==> src/pobf_pkg.sv <==
// Package for the port obfuscation rewriter: constants, register indexes,
// pipeline record type and the small arithmetic helpers. No dependencies.
package pobf_pkg;

  localparam logic [31:0] MIX_MUL_A = 32'h7FEB352D;
  localparam logic [31:0] MIX_MUL_B = 32'h846CA68B;
  localparam logic [15:0] GHOST_MIN = 16'd1024;
  localparam logic [15:0] PORT_MAX  = 16'hFFFF;
  localparam logic [7:0]  SALT_SRC  = 8'h53;
  localparam logic [7:0]  SALT_DST  = 8'h44;
  localparam logic [7:0]  PROTO_TCP = 8'd6;
  localparam logic [7:0]  PROTO_UDP = 8'd17;

  typedef enum logic [1:0] {
    ST_REWRITTEN = 2'd0,
    ST_UNCHANGED = 2'd1,
    ST_DROPPED   = 2'd2
  } status_t;

  typedef enum logic [2:0] {
    REG_SRC_EN    = 3'd0,
    REG_DST_EN    = 3'd1,
    REG_TCP_ALIAS1 = 3'd2,
    REG_TCP_ALIAS2 = 3'd3,
    REG_UDP_ALIAS = 3'd4
  } reg_idx_t;

  // Everything an item carries down the pipe besides the hash words.
  typedef struct packed {
    logic        op;
    logic        se;
    logic        de;
    logic        go;
    logic        drop;
    logic [15:0] sport;
    logic [15:0] dport;
    logic [15:0] osrc;
    logic [15:0] odst;
    logic [15:0] total;
    logic [15:0] l4;
    logic [15:0] tot_new;
    logic [15:0] udp_new;
    logic [31:0] tail;
    logic [2:0]  tb;
  } item_t;

  // Residue of a 22-bit value modulo 63 (64 is 1 mod 63, so fold 6-bit digits).
  function automatic logic [5:0] mod63(input logic [21:0] v);
    logic [7:0] s;
    logic [6:0] f;
    begin
      s = {2'b00, v[5:0]} + {2'b00, v[11:6]} + {2'b00, v[17:12]} + {4'b0000, v[21:18]};
      f = {5'b00000, s[7:6]} + {1'b0, s[5:0]};
      if (f >= 7'd63) f = f - 7'd63;
      mod63 = f[5:0];
    end
  endfunction

  // Ghost port from the final mixed word: 1024 + (v mod 64512), stepped off orig.
  function automatic logic [15:0] ghost_fin(input logic [31:0] v, input logic [15:0] orig);
    logic [15:0] g;
    begin
      g = {mod63(v[31:10]), v[9:0]} + GHOST_MIN;
      if (g == orig) g = (g == PORT_MAX) ? GHOST_MIN : g + 16'd1;
      ghost_fin = g;
    end
  endfunction

  function automatic logic [31:0] seed_of(input logic [15:0] orig, input logic [15:0] peer,
                                          input logic [31:0] sa, input logic [31:0] da,
                                          input logic [7:0] proto, input logic [7:0] salt);
    logic [31:0] s;
    begin
      s = {orig, peer} ^ sa ^ {da[24:0], da[31:25]} ^ {proto, 24'd0} ^ {16'd0, salt, 8'd0};
      seed_of = s ^ {16'd0, s[31:16]};
    end
  endfunction

endpackage

==> src/port_obfuscation_rewriter.sv <==
// Port obfuscation rewriter top level: four-stage pipeline for one IPv4 header.
// Depends on pobf_pkg.
//
// One header request is taken in every clock cycle (busy is never raised) and
// its result appears on the out_ ports, marked by out_valid, once it has passed
// the stage A register, the two 32x32 hash multiplies, each of which owns a
// register stage, and the modulo and final compare stage.
// Results cannot be held off, so the pipe never stalls. Configuration writes
// are always taken (cfg_ready is high) and should arrive only while no request
// is in flight.
module port_obfuscation_rewriter (
  input  logic        clk,
  input  logic        rst_n,
  input  logic        start,
  output logic        busy,
  input  logic        in_op,
  input  logic [7:0]  in_ver_ihl,
  input  logic [15:0] in_frag_word,
  input  logic [15:0] in_ip_total_len,
  input  logic [7:0]  in_ip_proto,
  input  logic [31:0] in_src_addr,
  input  logic [31:0] in_dst_addr,
  input  logic [15:0] in_l4_word,
  input  logic [31:0] in_port_pair,
  input  logic [15:0] in_buf_len,
  input  logic [15:0] in_buf_room,
  input  logic [31:0] in_tail_in,
  input  logic        cfg_valid,
  output logic        cfg_ready,
  input  logic [2:0]  cfg_index,
  input  logic [7:0]  cfg_data,
  output logic        out_valid,
  output logic [1:0]  out_status,
  output logic [15:0] out_src_port_out,
  output logic [15:0] out_dst_port_out,
  output logic [15:0] out_total_len_out,
  output logic [15:0] out_udp_len_out,
  output logic [31:0] out_tail_out,
  output logic [2:0]  out_tail_bytes,
  output logic        out_recalc_checksum
);
  import pobf_pkg::*;

  // Configuration registers.
  logic       se_r, de_r;
  logic [7:0] tcp_a1_r, tcp_a2_r, udp_a_r;

  assign cfg_ready = 1'b1;
  assign busy      = 1'b0;

  always_ff @(posedge clk) begin
    if (!rst_n) begin
      se_r     <= 1'b0;
      de_r     <= 1'b0;
      tcp_a1_r <= PROTO_TCP;
      tcp_a2_r <= PROTO_TCP;
      udp_a_r  <= PROTO_UDP;
    end else if (cfg_valid) begin
      case (reg_idx_t'(cfg_index))
        REG_SRC_EN:     se_r     <= cfg_data[0];
        REG_DST_EN:     de_r     <= cfg_data[0];
        REG_TCP_ALIAS1: tcp_a1_r <= cfg_data;
        REG_TCP_ALIAS2: tcp_a2_r <= cfg_data;
        REG_UDP_ALIAS:  udp_a_r  <= cfg_data;
        default: ;
      endcase
    end
  end

  // Stage A: header checks, length arithmetic and hash seeds.
  logic        acc;
  logic [15:0] sport, dport, osrc, odst, so_seed, sp_seed, do_seed, dp_seed;
  logic [7:0]  proto;
  logic        is_tcp, is_udp;
  logic [2:0]  tl;
  logic [16:0] hl, tot17, l417, tl17, tcpl;
  logic        base_ok, ap_ok, ap_drop, rs_ok;
  item_t       a_nxt;

  assign acc   = start && !busy;
  assign sport = in_port_pair[31:16];
  assign dport = in_port_pair[15:0];

  always_comb begin
    is_tcp = (in_ip_proto == PROTO_TCP) || (in_ip_proto == tcp_a1_r) ||
             (in_ip_proto == tcp_a2_r);
    is_udp = !is_tcp && ((in_ip_proto == PROTO_UDP) || (in_ip_proto == udp_a_r));
    proto  = is_tcp ? PROTO_TCP : PROTO_UDP;
    tl     = {1'b0, ({1'b0, se_r} + {1'b0, de_r})} << 1;
    hl     = {11'd0, in_ver_ihl[3:0], 2'b00};
    tot17  = {1'b0, in_ip_total_len};
    l417   = {1'b0, in_l4_word};
    tl17   = {14'd0, tl};
    tcpl   = {l417[14:0], 2'b00};

    base_ok = (tl != 3'd0) && (in_buf_len >= 16'd20) && (in_ver_ihl[7:4] == 4'd4) &&
              (in_frag_word[13:0] == 14'd0) && (hl >= 17'd20) &&
              ({1'b0, in_buf_len} >= hl) && (tot17 >= hl) &&
              (in_ip_total_len <= in_buf_len) && (is_tcp || is_udp);

    if (is_tcp) begin
      ap_ok = (tot17 >= hl + 17'd20) && (l417 >= 17'd5) && (l417 <= 17'd15) &&
              (tot17 >= hl + tcpl);
      rs_ok = (tot17 >= hl + 17'd20) && (l417 >= 17'd5) && (l417 <= 17'd15) &&
              (tot17 >= hl + tcpl + tl17);
    end else begin
      ap_ok = (tot17 >= hl + 17'd8) && (l417 >= 17'd8) && (l417 <= tot17 - hl) &&
              (l417 <= 17'd65535 - tl17);
      rs_ok = (tot17 >= hl + 17'd8) && (l417 >= 17'd8 + tl17) && (l417 <= tot17 - hl);
    end
    rs_ok   = rs_ok && (tot17 >= hl + tl17);
    ap_drop = (tot17 > 17'd65535 - tl17) || ({1'b0, in_buf_room} < tot17 + tl17);

    // Originals as the restore tail carries them.
    if (se_r && de_r) begin
      osrc = in_tail_in[31:16];
      odst = in_tail_in[15:0];
    end else begin
      osrc = se_r ? in_tail_in[15:0] : sport;
      odst = de_r ? in_tail_in[15:0] : dport;
    end
    so_seed = in_op ? osrc : sport;
    sp_seed = in_op ? odst : dport;
    do_seed = sp_seed;
    dp_seed = so_seed;

    a_nxt.op    = in_op;
    a_nxt.se    = se_r;
    a_nxt.de    = de_r;
    a_nxt.go    = base_ok && (in_op ? rs_ok : (ap_ok && !ap_drop));
    a_nxt.drop  = base_ok && !in_op && ap_ok && ap_drop;
    a_nxt.sport = sport;
    a_nxt.dport = dport;
    a_nxt.osrc  = osrc;
    a_nxt.odst  = odst;
    a_nxt.total = in_ip_total_len;
    a_nxt.l4    = in_l4_word;
    a_nxt.tot_new = in_op ? in_ip_total_len - {13'd0, tl} : in_ip_total_len + {13'd0, tl};
    if (is_udp)
      a_nxt.udp_new = in_op ? in_l4_word - {13'd0, tl} : in_l4_word + {13'd0, tl};
    else
      a_nxt.udp_new = in_l4_word;
    if (in_op)                a_nxt.tail = 32'd0;
    else if (se_r && de_r)    a_nxt.tail = in_port_pair;
    else if (se_r)            a_nxt.tail = {16'd0, sport};
    else                      a_nxt.tail = {16'd0, dport};
    a_nxt.tb = tl;
  end

  logic        a_vld_r, b_vld_r, c_vld_r;
  item_t       a_r, b_r, c_r;
  logic [31:0] vs_a_r, vd_a_r, ms_b_r, md_b_r, ms_c_r, md_c_r;
  logic [31:0] xs, xd;

  assign xs = ms_b_r ^ {15'd0, ms_b_r[31:15]};
  assign xd = md_b_r ^ {15'd0, md_b_r[31:15]};

  always_ff @(posedge clk) begin
    if (!rst_n) begin
      a_vld_r   <= 1'b0;
      b_vld_r   <= 1'b0;
      c_vld_r   <= 1'b0;
      out_valid <= 1'b0;
    end else begin
      a_vld_r   <= acc;
      b_vld_r   <= a_vld_r;
      c_vld_r   <= b_vld_r;
      out_valid <= c_vld_r;
    end
  end

  // Stage A registers, then stages B and C: the two hash multiplies, one per stage for each port.
  always_ff @(posedge clk) begin
    a_r    <= a_nxt;
    vs_a_r <= seed_of(so_seed, sp_seed, in_src_addr, in_dst_addr, proto, SALT_SRC);
    vd_a_r <= seed_of(do_seed, dp_seed, in_src_addr, in_dst_addr, proto, SALT_DST);
    b_r    <= a_r;
    ms_b_r <= vs_a_r * MIX_MUL_A;
    md_b_r <= vd_a_r * MIX_MUL_A;
    c_r    <= b_r;
    ms_c_r <= xs * MIX_MUL_B;
    md_c_r <= xd * MIX_MUL_B;
  end

  // Stage D: final fold, modulo, ghost compare and result selection.
  logic [15:0] gs, gd, so_orig, do_orig;
  logic        match;
  always_comb begin
    so_orig = c_r.op ? c_r.osrc : c_r.sport;
    do_orig = c_r.op ? c_r.odst : c_r.dport;
    gs = ghost_fin(ms_c_r ^ {16'd0, ms_c_r[31:16]}, so_orig);
    gd = ghost_fin(md_c_r ^ {16'd0, md_c_r[31:16]}, do_orig);
    match = (!c_r.se || (c_r.sport == gs)) && (!c_r.de || (c_r.dport == gd));
  end

  always_ff @(posedge clk) begin
    if (c_r.go && !c_r.op) begin
      out_status          <= ST_REWRITTEN;
      out_src_port_out    <= c_r.se ? gs : c_r.sport;
      out_dst_port_out    <= c_r.de ? gd : c_r.dport;
      out_total_len_out   <= c_r.tot_new;
      out_udp_len_out     <= c_r.udp_new;
      out_tail_out        <= c_r.tail;
      out_tail_bytes      <= c_r.tb;
      out_recalc_checksum <= 1'b0;
    end else if (c_r.go && match) begin
      out_status          <= ST_REWRITTEN;
      out_src_port_out    <= c_r.osrc;
      out_dst_port_out    <= c_r.odst;
      out_total_len_out   <= c_r.tot_new;
      out_udp_len_out     <= c_r.udp_new;
      out_tail_out        <= 32'd0;
      out_tail_bytes      <= c_r.tb;
      out_recalc_checksum <= 1'b1;
    end else begin
      out_status          <= c_r.drop ? ST_DROPPED : ST_UNCHANGED;
      out_src_port_out    <= c_r.sport;
      out_dst_port_out    <= c_r.dport;
      out_total_len_out   <= c_r.total;
      out_udp_len_out     <= c_r.l4;
      out_tail_out        <= 32'd0;
      out_tail_bytes      <= 3'd0;
      out_recalc_checksum <= 1'b0;
    end
  end

  // A result strobe is only raised when the request valid was held in stage C's register.
  a_lat: assert property (@(posedge clk) disable iff (!rst_n)
    out_valid |-> $past(c_vld_r)) else $error("result without request in pipe");
  // A checksum request only comes with a successful rewrite.
  a_rc: assert property (@(posedge clk) disable iff (!rst_n)
    (out_valid && out_recalc_checksum) |-> (out_status == ST_REWRITTEN))
    else $error("checksum request on unrewritten packet");
  // A packet left alone or dropped carries no tail.
  a_tail: assert property (@(posedge clk) disable iff (!rst_n)
    (out_valid && out_status != ST_REWRITTEN) |-> (out_tail_bytes == 3'd0 &&
      out_tail_out == 32'd0)) else $error("tail on unrewritten packet");
  // Restore results never carry an append tail.
  a_rtail: assert property (@(posedge clk) disable iff (!rst_n)
    (out_valid && out_recalc_checksum) |-> (out_tail_out == 32'd0))
    else $error("tail on restore");

endmodule
==> config.mk <==
export PLATFORM = sky130hd
export DESIGN_NAME = port_obfuscation_rewriter
export DESIGN_NICKNAME = d
export VERILOG_FILES = /design/src/pobf_pkg.sv /design/src/port_obfuscation_rewriter.sv
export SDC_FILE = /design/constraint.sdc
export NUM_CORES = 2
export LEC_CHECK = 0
export BUFFER_PORTS_ARGS = -buffer_cell sky130_fd_sc_hd__buf_2
export CORE_ASPECT_RATIO = 2
export CORE_MARGIN = 8
export CORE_UTILIZATION = 47
export CTS_CLUSTER_DIAMETER = 120
export DETAILED_ROUTE_END_ITERATION = 16
export GPL_ROUTABILITY_DRIVEN = 0
export SYNTH_ARGS = -nofsm -noshare
export SYNTH_HDL_FRONTEND = slang
export SYNTH_SLANG_ARGS = --single-unit
==> constraint.sdc <==
create_clock -name clk -period 9.75 [get_ports clk]
set_clock_uncertainty 0.2 [all_clocks]
set_input_delay 1.95 -clock clk [delete_from_list [all_inputs] [get_ports clk]]
set_output_delay 1.95 -clock clk [all_outputs]
set_load 0.05 [all_outputs]
## Word level (Yosys, flattened, before mapping)

Cells that the tools add are included.

| word-level totals | value |
|---|---|
| register bits after elaboration | 825 |
| bits of input ports | 240 |
| output and inout port bits | 105 |
| word-level logic and storage cells | 238 |

| operators by class | value |
|---|---|
| add/subtract/negate cells | 28 |
| multiply operators | 4 |
| order comparisons | 20 |
| equality and inequality tests | 16 |
| mux-type cells | 37 |
| bitwise operators | 14 |
| reductions and logical operators | 50 |

Operators with widths:

| kind | count |
|---|---|
| $mux 16 | 26 |
| $xor 32x16->32 | 4 |
| $xor 32x32->32 | 4 |
| $eq 16x16->1 | 4 |
| $mul 32x31->32 const B | 2 |
| $mul 32x32->32 const B | 2 |
| $xor 32x17->32 | 2 |
| $xor 32x29->32 | 2 |
| $ge 16x7->1 | 3 |
| $ge 16x17->1 | 2 |
| $le 16x17->1 | 2 |
| $add 16x1->16 const B | 2 |
| $add 16x11->16 const B | 2 |
| $add 16x3->16 | 2 |
| $eq 16x16->1 const B | 2 |
| $ge 16x6->1 | 2 |
| $mux 32 | 1 |
| $sub 16x3->16 | 2 |
| $logic_and 1x1->1 | 28 |
| $eq 8x8->1 | 3 |
| $add 16x3->17 | 1 |
| $add 17x3->17 | 1 |
| $add 6x17->17 | 1 |
| $gt 16x17->1 | 1 |
| 41 further kinds | 68 |

## Logic depth before layout (Yosys ltp)

| depth | value |
|---|---|
| depth in word-level cells | 17 |
| mapped depth | 39 |
| gate-level depth less buffers | 34 |

## Worst setup path after synthesis

Ideal clock, no wire load.

| timing | value |
|---|---|
| kind | register -> register |
| start | register md_c_r[18] |
| end | register out_src_port_out[6] |
| setup time | 122 ps |
| data arrival time | 8477 ps |
| data required time | 9428 ps |
| slack | 952 ps |
| stages on the path, launching flop included | 37 |
| buffers on the path | 3 |
| period minus slack after synthesis | 8798 ps |
| path through | dfxtp_1 inv_1 fa_1 fa_1 inv_1 ha_1 a211oi_2 nor3b_1 o21a_1 nor2_1 xnor2_1 ha_1 inv_1 fa_1 inv_1 ha_1 inv_1 or4_1 a211oi_1 nor2_1 ha_1 clkbuf_1 xor2_1 nor4_1 nand3_1 a221oi_2 o211ai_2 clkbuf_1 nor4_1 mux2i_1 o311a_1 o2111ai_1 o41ai_4 and3_2 a21oi_2 buf_4 a221o_1 |

| between the ends | value |
|---|---|
| cells in the longest elaborated chain, start to end | 17 |
| elaborated cells on any way between the ends | 20 |
| those cells by class | add/sub (7); order compare (1); eq/ne (3); mux (5); bitwise (1); reduce/logical (3) |

RTL lines:

| element | line | source |
|---|---|---|
| from (decl) | port_obfuscation_rewriter.sv:152 | `logic [31:0] vs_a_r, vd_a_r, ms_b_r, md_b_r, ms_c_r, md_c_r;` |
| from (signal assigned) | port_obfuscation_rewriter.sv:182 | `md_c_r <= xd * MIX_MUL_B;` |
| $xor 32x16->32 * | port_obfuscation_rewriter.sv:192 | `gd = ghost_fin(md_c_r ^ {16'd0, md_c_r[31:16]}, do_orig);` |
| $add 6x6->7 | pobf_pkg.sv:52 | `s = {2'b00, v[5:0]} + {2'b00, v[11:6]} + {2'b00, v[17:12]} + {4'b0000, v[21:18]};` |
| $add 7x6->8 | pobf_pkg.sv:52 |  |
| $add 8x4->8 | pobf_pkg.sv:52 |  |
| $add 2x6->7 | pobf_pkg.sv:53 | `f = {5'b00000, s[7:6]} + {1'b0, s[5:0]};` |
| $sub 6x6->6 / $ge 7x6->1 (equally long branches) | pobf_pkg.sv:54 | `if (f >= 7'd63) f = f - 7'd63;` |
| $mux 6 | pobf_pkg.sv:54 |  |
| $add 16x11->16 * | pobf_pkg.sv:63 | `g = {mod63(v[31:10]), v[9:0]} + GHOST_MIN;` |
| $add 16x1->16 / $eq 16x16->1 (equally long branches) | pobf_pkg.sv:64 | `if (g == orig) g = (g == PORT_MAX) ? GHOST_MIN : g + 16'd1;` |
| $mux 16 | pobf_pkg.sv:64 |  |
| $mux 16 * | pobf_pkg.sv:64 |  |
| $eq 16x16->1 * | port_obfuscation_rewriter.sv:193 | `match = (!c_r.se \|\| (c_r.sport == gs)) && (!c_r.de \|\| (c_r.dport == gd));` |
| $logic_or 1x1->1 * | port_obfuscation_rewriter.sv:193 |  |
| $logic_and 1x1->1 * | port_obfuscation_rewriter.sv:193 |  |
| $logic_and 1x1->1 * | port_obfuscation_rewriter.sv:206 | `end else if (c_r.go && match) begin` |
| $mux 16 * | port_obfuscation_rewriter.sv:206 |  |
| $mux 16 * | port_obfuscation_rewriter.sv:197 | `if (c_r.go && !c_r.op) begin` |
| to (signal assigned) | port_obfuscation_rewriter.sv:199 | `out_src_port_out <= c_r.se ? gs : c_r.sport;` |
| to (signal assigned) | port_obfuscation_rewriter.sv:208 | `out_src_port_out <= c_r.osrc;` |
| to (signal assigned) | port_obfuscation_rewriter.sv:217 | `out_src_port_out <= c_r.sport;` |
| to (decl) | port_obfuscation_rewriter.sv:34 | `output logic [15:0] out_src_port_out,` |

Mark *: on every way between the ends. The rest lies on a longest branch, timed or not.
A chain may end at the register's enable or synchronous reset.

## Worst setup path in the final report

| timing | value |
|---|---|
| start | register ms_c_r[24] |
| end | register out_total_len_out[7] |

| between the ends | value |
|---|---|
| cells in the longest elaborated chain, start to end | 16 |
| elaborated cells on any way between the ends | 19 |
| those cells by class | add/sub (6); order compare (1); eq/ne (3); mux (5); bitwise (1); reduce/logical (3) |

RTL lines:

| element | line | source |
|---|---|---|
| from (decl) | port_obfuscation_rewriter.sv:152 |  |
| from (signal assigned) | port_obfuscation_rewriter.sv:181 | `ms_c_r <= xs * MIX_MUL_B;` |
| $xor 32x16->32 * | port_obfuscation_rewriter.sv:191 | `gs = ghost_fin(ms_c_r ^ {16'd0, ms_c_r[31:16]}, so_orig);` |
| $add 7x6->8 | pobf_pkg.sv:52 |  |
| $add 8x4->8 | pobf_pkg.sv:52 |  |
| $add 2x6->7 | pobf_pkg.sv:53 |  |
| $sub 6x6->6 / $ge 7x6->1 (equally long branches) | pobf_pkg.sv:54 |  |
| $mux 6 | pobf_pkg.sv:54 |  |
| $add 16x11->16 * | pobf_pkg.sv:63 |  |
| $add 16x1->16 / $eq 16x16->1 (equally long branches) | pobf_pkg.sv:64 |  |
| $mux 16 | pobf_pkg.sv:64 |  |
| $mux 16 * | pobf_pkg.sv:64 |  |
| $eq 16x16->1 * | port_obfuscation_rewriter.sv:193 |  |
| $logic_or 1x1->1 * | port_obfuscation_rewriter.sv:193 |  |
| $logic_and 1x1->1 * | port_obfuscation_rewriter.sv:193 |  |
| $logic_and 1x1->1 * | port_obfuscation_rewriter.sv:206 |  |
| $mux 16 * | port_obfuscation_rewriter.sv:206 |  |
| $mux 16 * | port_obfuscation_rewriter.sv:197 |  |
| to (signal assigned) | port_obfuscation_rewriter.sv:201 | `out_total_len_out <= c_r.tot_new;` |
| to (signal assigned) | port_obfuscation_rewriter.sv:210 | `out_total_len_out <= c_r.tot_new;` |
| to (signal assigned) | port_obfuscation_rewriter.sv:219 | `out_total_len_out <= c_r.total;` |
| to (decl) | port_obfuscation_rewriter.sv:36 | `output logic [15:0] out_total_len_out,` |

Marks and branches as above.

==> impl_metrics.yaml <==
run_status:
  outcome: "completed"
layout:
  layout_common_cells: "inv_1, ha_1, dfxtp_1, fa_1, xnor2_1"
  postLayoutCoreUtil_pct: 52.5
  layout.area.seq_mm2: 0.0164
  final_common_cell: "inv_1"
  area_growth_pct: 11.2
  n_fill_cell: 12600
  multi_input_area_mm2: 0.0430
  nNetsFinal: 8699
  drive_above_1_share_pct: 10.1
synthesis:
  synth.yosys.seq_area_share_pct: 25.2
  async_reset_ff_share_pct: 0
  synth_cell_type_count: 104
  syn_avg_cell_area_um2: 10.3
  ys_ff_latch: 818
  ys.flop_type: "dfxtp_1"
  synth.cell_area_mm2: 0.0651
  ys_warn_count: 0
  synthesis.instances: 6326
  synth-edff-count: 0
cts:
  clkLatencyLatePin_ns: 0.70
  cts_num_sinks: 818
  root_buffer: "clkbuf_16"
  hold_buffers: 0
  cts_buffer_depth: 3
  ctsHtreeMaxLevel: 3
  cts_tree: "built"
  cts-buffers-inserted: 75
  path_clk_slew_ns: 0.07
critical_path:
  path_buf_inv: 5
  cpMaxStageDelayCell: "or4_1"
  timing.critical_path.slowest_cell_delay_ns: 0.60
  crit_fanout: 33
  cp-start-kind: "flip-flop"
  endpoint_kind: "flip-flop"
  cp.required_ns: 10.07
  worstSetupPathType: "reg2reg"
  cp_top_family: "adder cells"
  cp.arrival_ns: 9.64
  crit_top_cell: "inv_1"
detailed_routing:
  drtIter0Drc: 2078
  drc: 0
  wl_per_cell_um: 23.7
  dr.pass1.iters: 8
  ant_nets: 0
  wl_um: 205000
  via_count: 45600
  vias_per_cell: 5.26
placement:
  dp_hpwl_um: 176000
  port_buffers: 339
floorplanning:
  io_pins: 345
  core_region_area_mm2: 0.138
  rows: 193
  die_w_um: 279
  fp.dieH_um: 542
  die-area_mm2: 0.151
  initial_utilization_pct: 47.2
job:
  drv_cap: 0
grt:
  first_global_vias: 51200
  grt_usage_pct: 27.3
  antenna_found_initial: 19
  grt_max_degree: 58
  overflow: 0
  grt_pass1_wl_um: 307000
timing:
  max_slew_margin_pct: 18.8
  finalSetupViolCount: 0
  worst_slew_pin_slew_ns: 1.21
  min_period_over_period_pct: 95.6
  finalHoldViolCount: 0
  slew_viol_final: 0
  fmax_ghz: 0.107
  period_minus_slack_ns: 9.32
hold_path:
  hold_class: "reg2reg"
-- path summary, 6_finish.rpt --
| kind | from | end | slack, ns | depth (start not counted) |
|---|---|---|---|---|
| worst max-delay path | ms_c_r[24] | out_total_len_out[7] | 0.43 | 35 |
| worst min-delay path | b_r[103] | c_r[103] | 0.08 | 0 |
| worst max register to register | ms_c_r[24] | out_total_len_out[7] | 0.43 | 35 |
| worst min register to register | b_r[103] | c_r[103] | 0.08 | 0 |
-- through the flow --
stage / hold slack [ns] / worst slack [ns] / std cells / cell area [µm²] / setup TNS [ns]
finish: 0.0762 / 0.430 / 8671 / 72300 / 0
global route: 0.0828 / -0.0756 / 8667 / 72300 / -0.963
CTS: 0.0755 / 0.0284 / 8656 / 72100 / 0
detailed placement: 0.112 / -0.0555 / 8516 / 69300 / -0.828
global placement: 0.110 / 0.0673 / 8516 / 69300 / 0
floorplan: 0.110 / 0.952 / 6327 / 65100 / 0
-- state kept, by name, summed over array words and instances (netlist names), 16 cells and up --
signal and count:
md_b_r 32, b_r 165, out_total_len_out 16, out_dst_port_out 16, ms_b_r 32, vs_a_r 32, out_src_port_out 16, vd_a_r 32
md_c_r 32, out_udp_len_out 16, out_tail_out 32, c_r 165, a_r 165, ms_c_r 32
-- cells in the mapped netlist (9+ instances only) --
master | number | share of area (%)
inv_1 | 1463 | 8.4
ha_1 | 945 | 18
dfxtp_1 | 818 | 25
fa_1 | 758 | 23
xnor2_1 | 399 | 5.4
nand2_1 | 203 | 1.2
xor2_1 | 182 | 2.4
nor2_1 | 173 | 1.0
a21oi_1 | 155 | 1.2
o21ai_0 | 109 | 0.84
mux2i_1 | 82 | 1.3
nand3_1 | 73 | 0.56
nor3_1 | 68 | 0.52
and3_1 | 59 | 0.57
and2_1 | 57 | 0.55
clkbuf_1 | 53 | 0.31
a21o_1 | 51 | 0.59
o21a_1 | 48 | 0.55
nand4_1 | 44 | 0.42
a21boi_0 | 39 | 0.45
nor2b_1 | 38 | 0.37
mux2_2 | 36 | 0.62
nor4_1 | 36 | 0.35
nand2b_1 | 34 | 0.33
o211ai_1 | 29 | 0.33
or3_1 | 29 | 0.28
mux2_1 | 28 | 0.48
a221o_1 | 27 | 0.42
o21bai_1 | 22 | 0.25
a211oi_1 | 16 | 0.18
or2_2 | 16 | 0.15
a31oi_1 | 14 | 0.13
o2111ai_1 | 12 | 0.16
a211o_1 | 11 | 0.15
o31ai_1 | 11 | 0.13
o22ai_1 | 10 | 0.096
a22oi_1 | 9 | 0.10
-- layout make-up --
| class | count | share of cell area [%] |
|---|---|---|
| well taps | 1852 | 3.20 |
| flip-flops and latches | 818 | 22.6 |
| clock buffers | 88 | 2.80 |
| diodes | 5 | 0.0173 |
| inverters | 1463 | 7.59 |
| repair buffers | 431 | 3.36 |
| clock inverters | 47 | 0.887 |
| multi-input cells | 3967 | 59.5 |
-- layer usage --
metal  share of wire [%]  track usage (%)  vias to the layer above
li1                    -                -                    21000
met1                  33             25.6                    22500
met2                  55             53.3                     1466
met3                 4.1             3.78                      663
met4                 8.6             19.3                        6
met5               0.018                0                        -
-- what timing repair did --
item	CTS	global route
buffers inserted	5	10
setup endpoints to repair	43	67
pin swaps	3	12
resized for setup	4	38
-- cell families (layout without fill, tap and decap cells) --
logic type / count (synthesis) / count (layout) / share of synthesized area (%)
fa+ha+maj: 1704 / 1704 / 41.5
buf+inv: 1542 / 2029 / 9.01
simple gates: 878 / 878 / 6.92
flops: 818 / 818 / 25.2
compound gates: 647 / 647 / 6.91
xor+xnor: 589 / 589 / 8.10
mux: 146 / 146 / 2.37
other cells: 2 / 8 / 0.0115
Power is not shown: default switching activity piles up to over one toggle a cycle in this logic, so the estimate is an artifact.
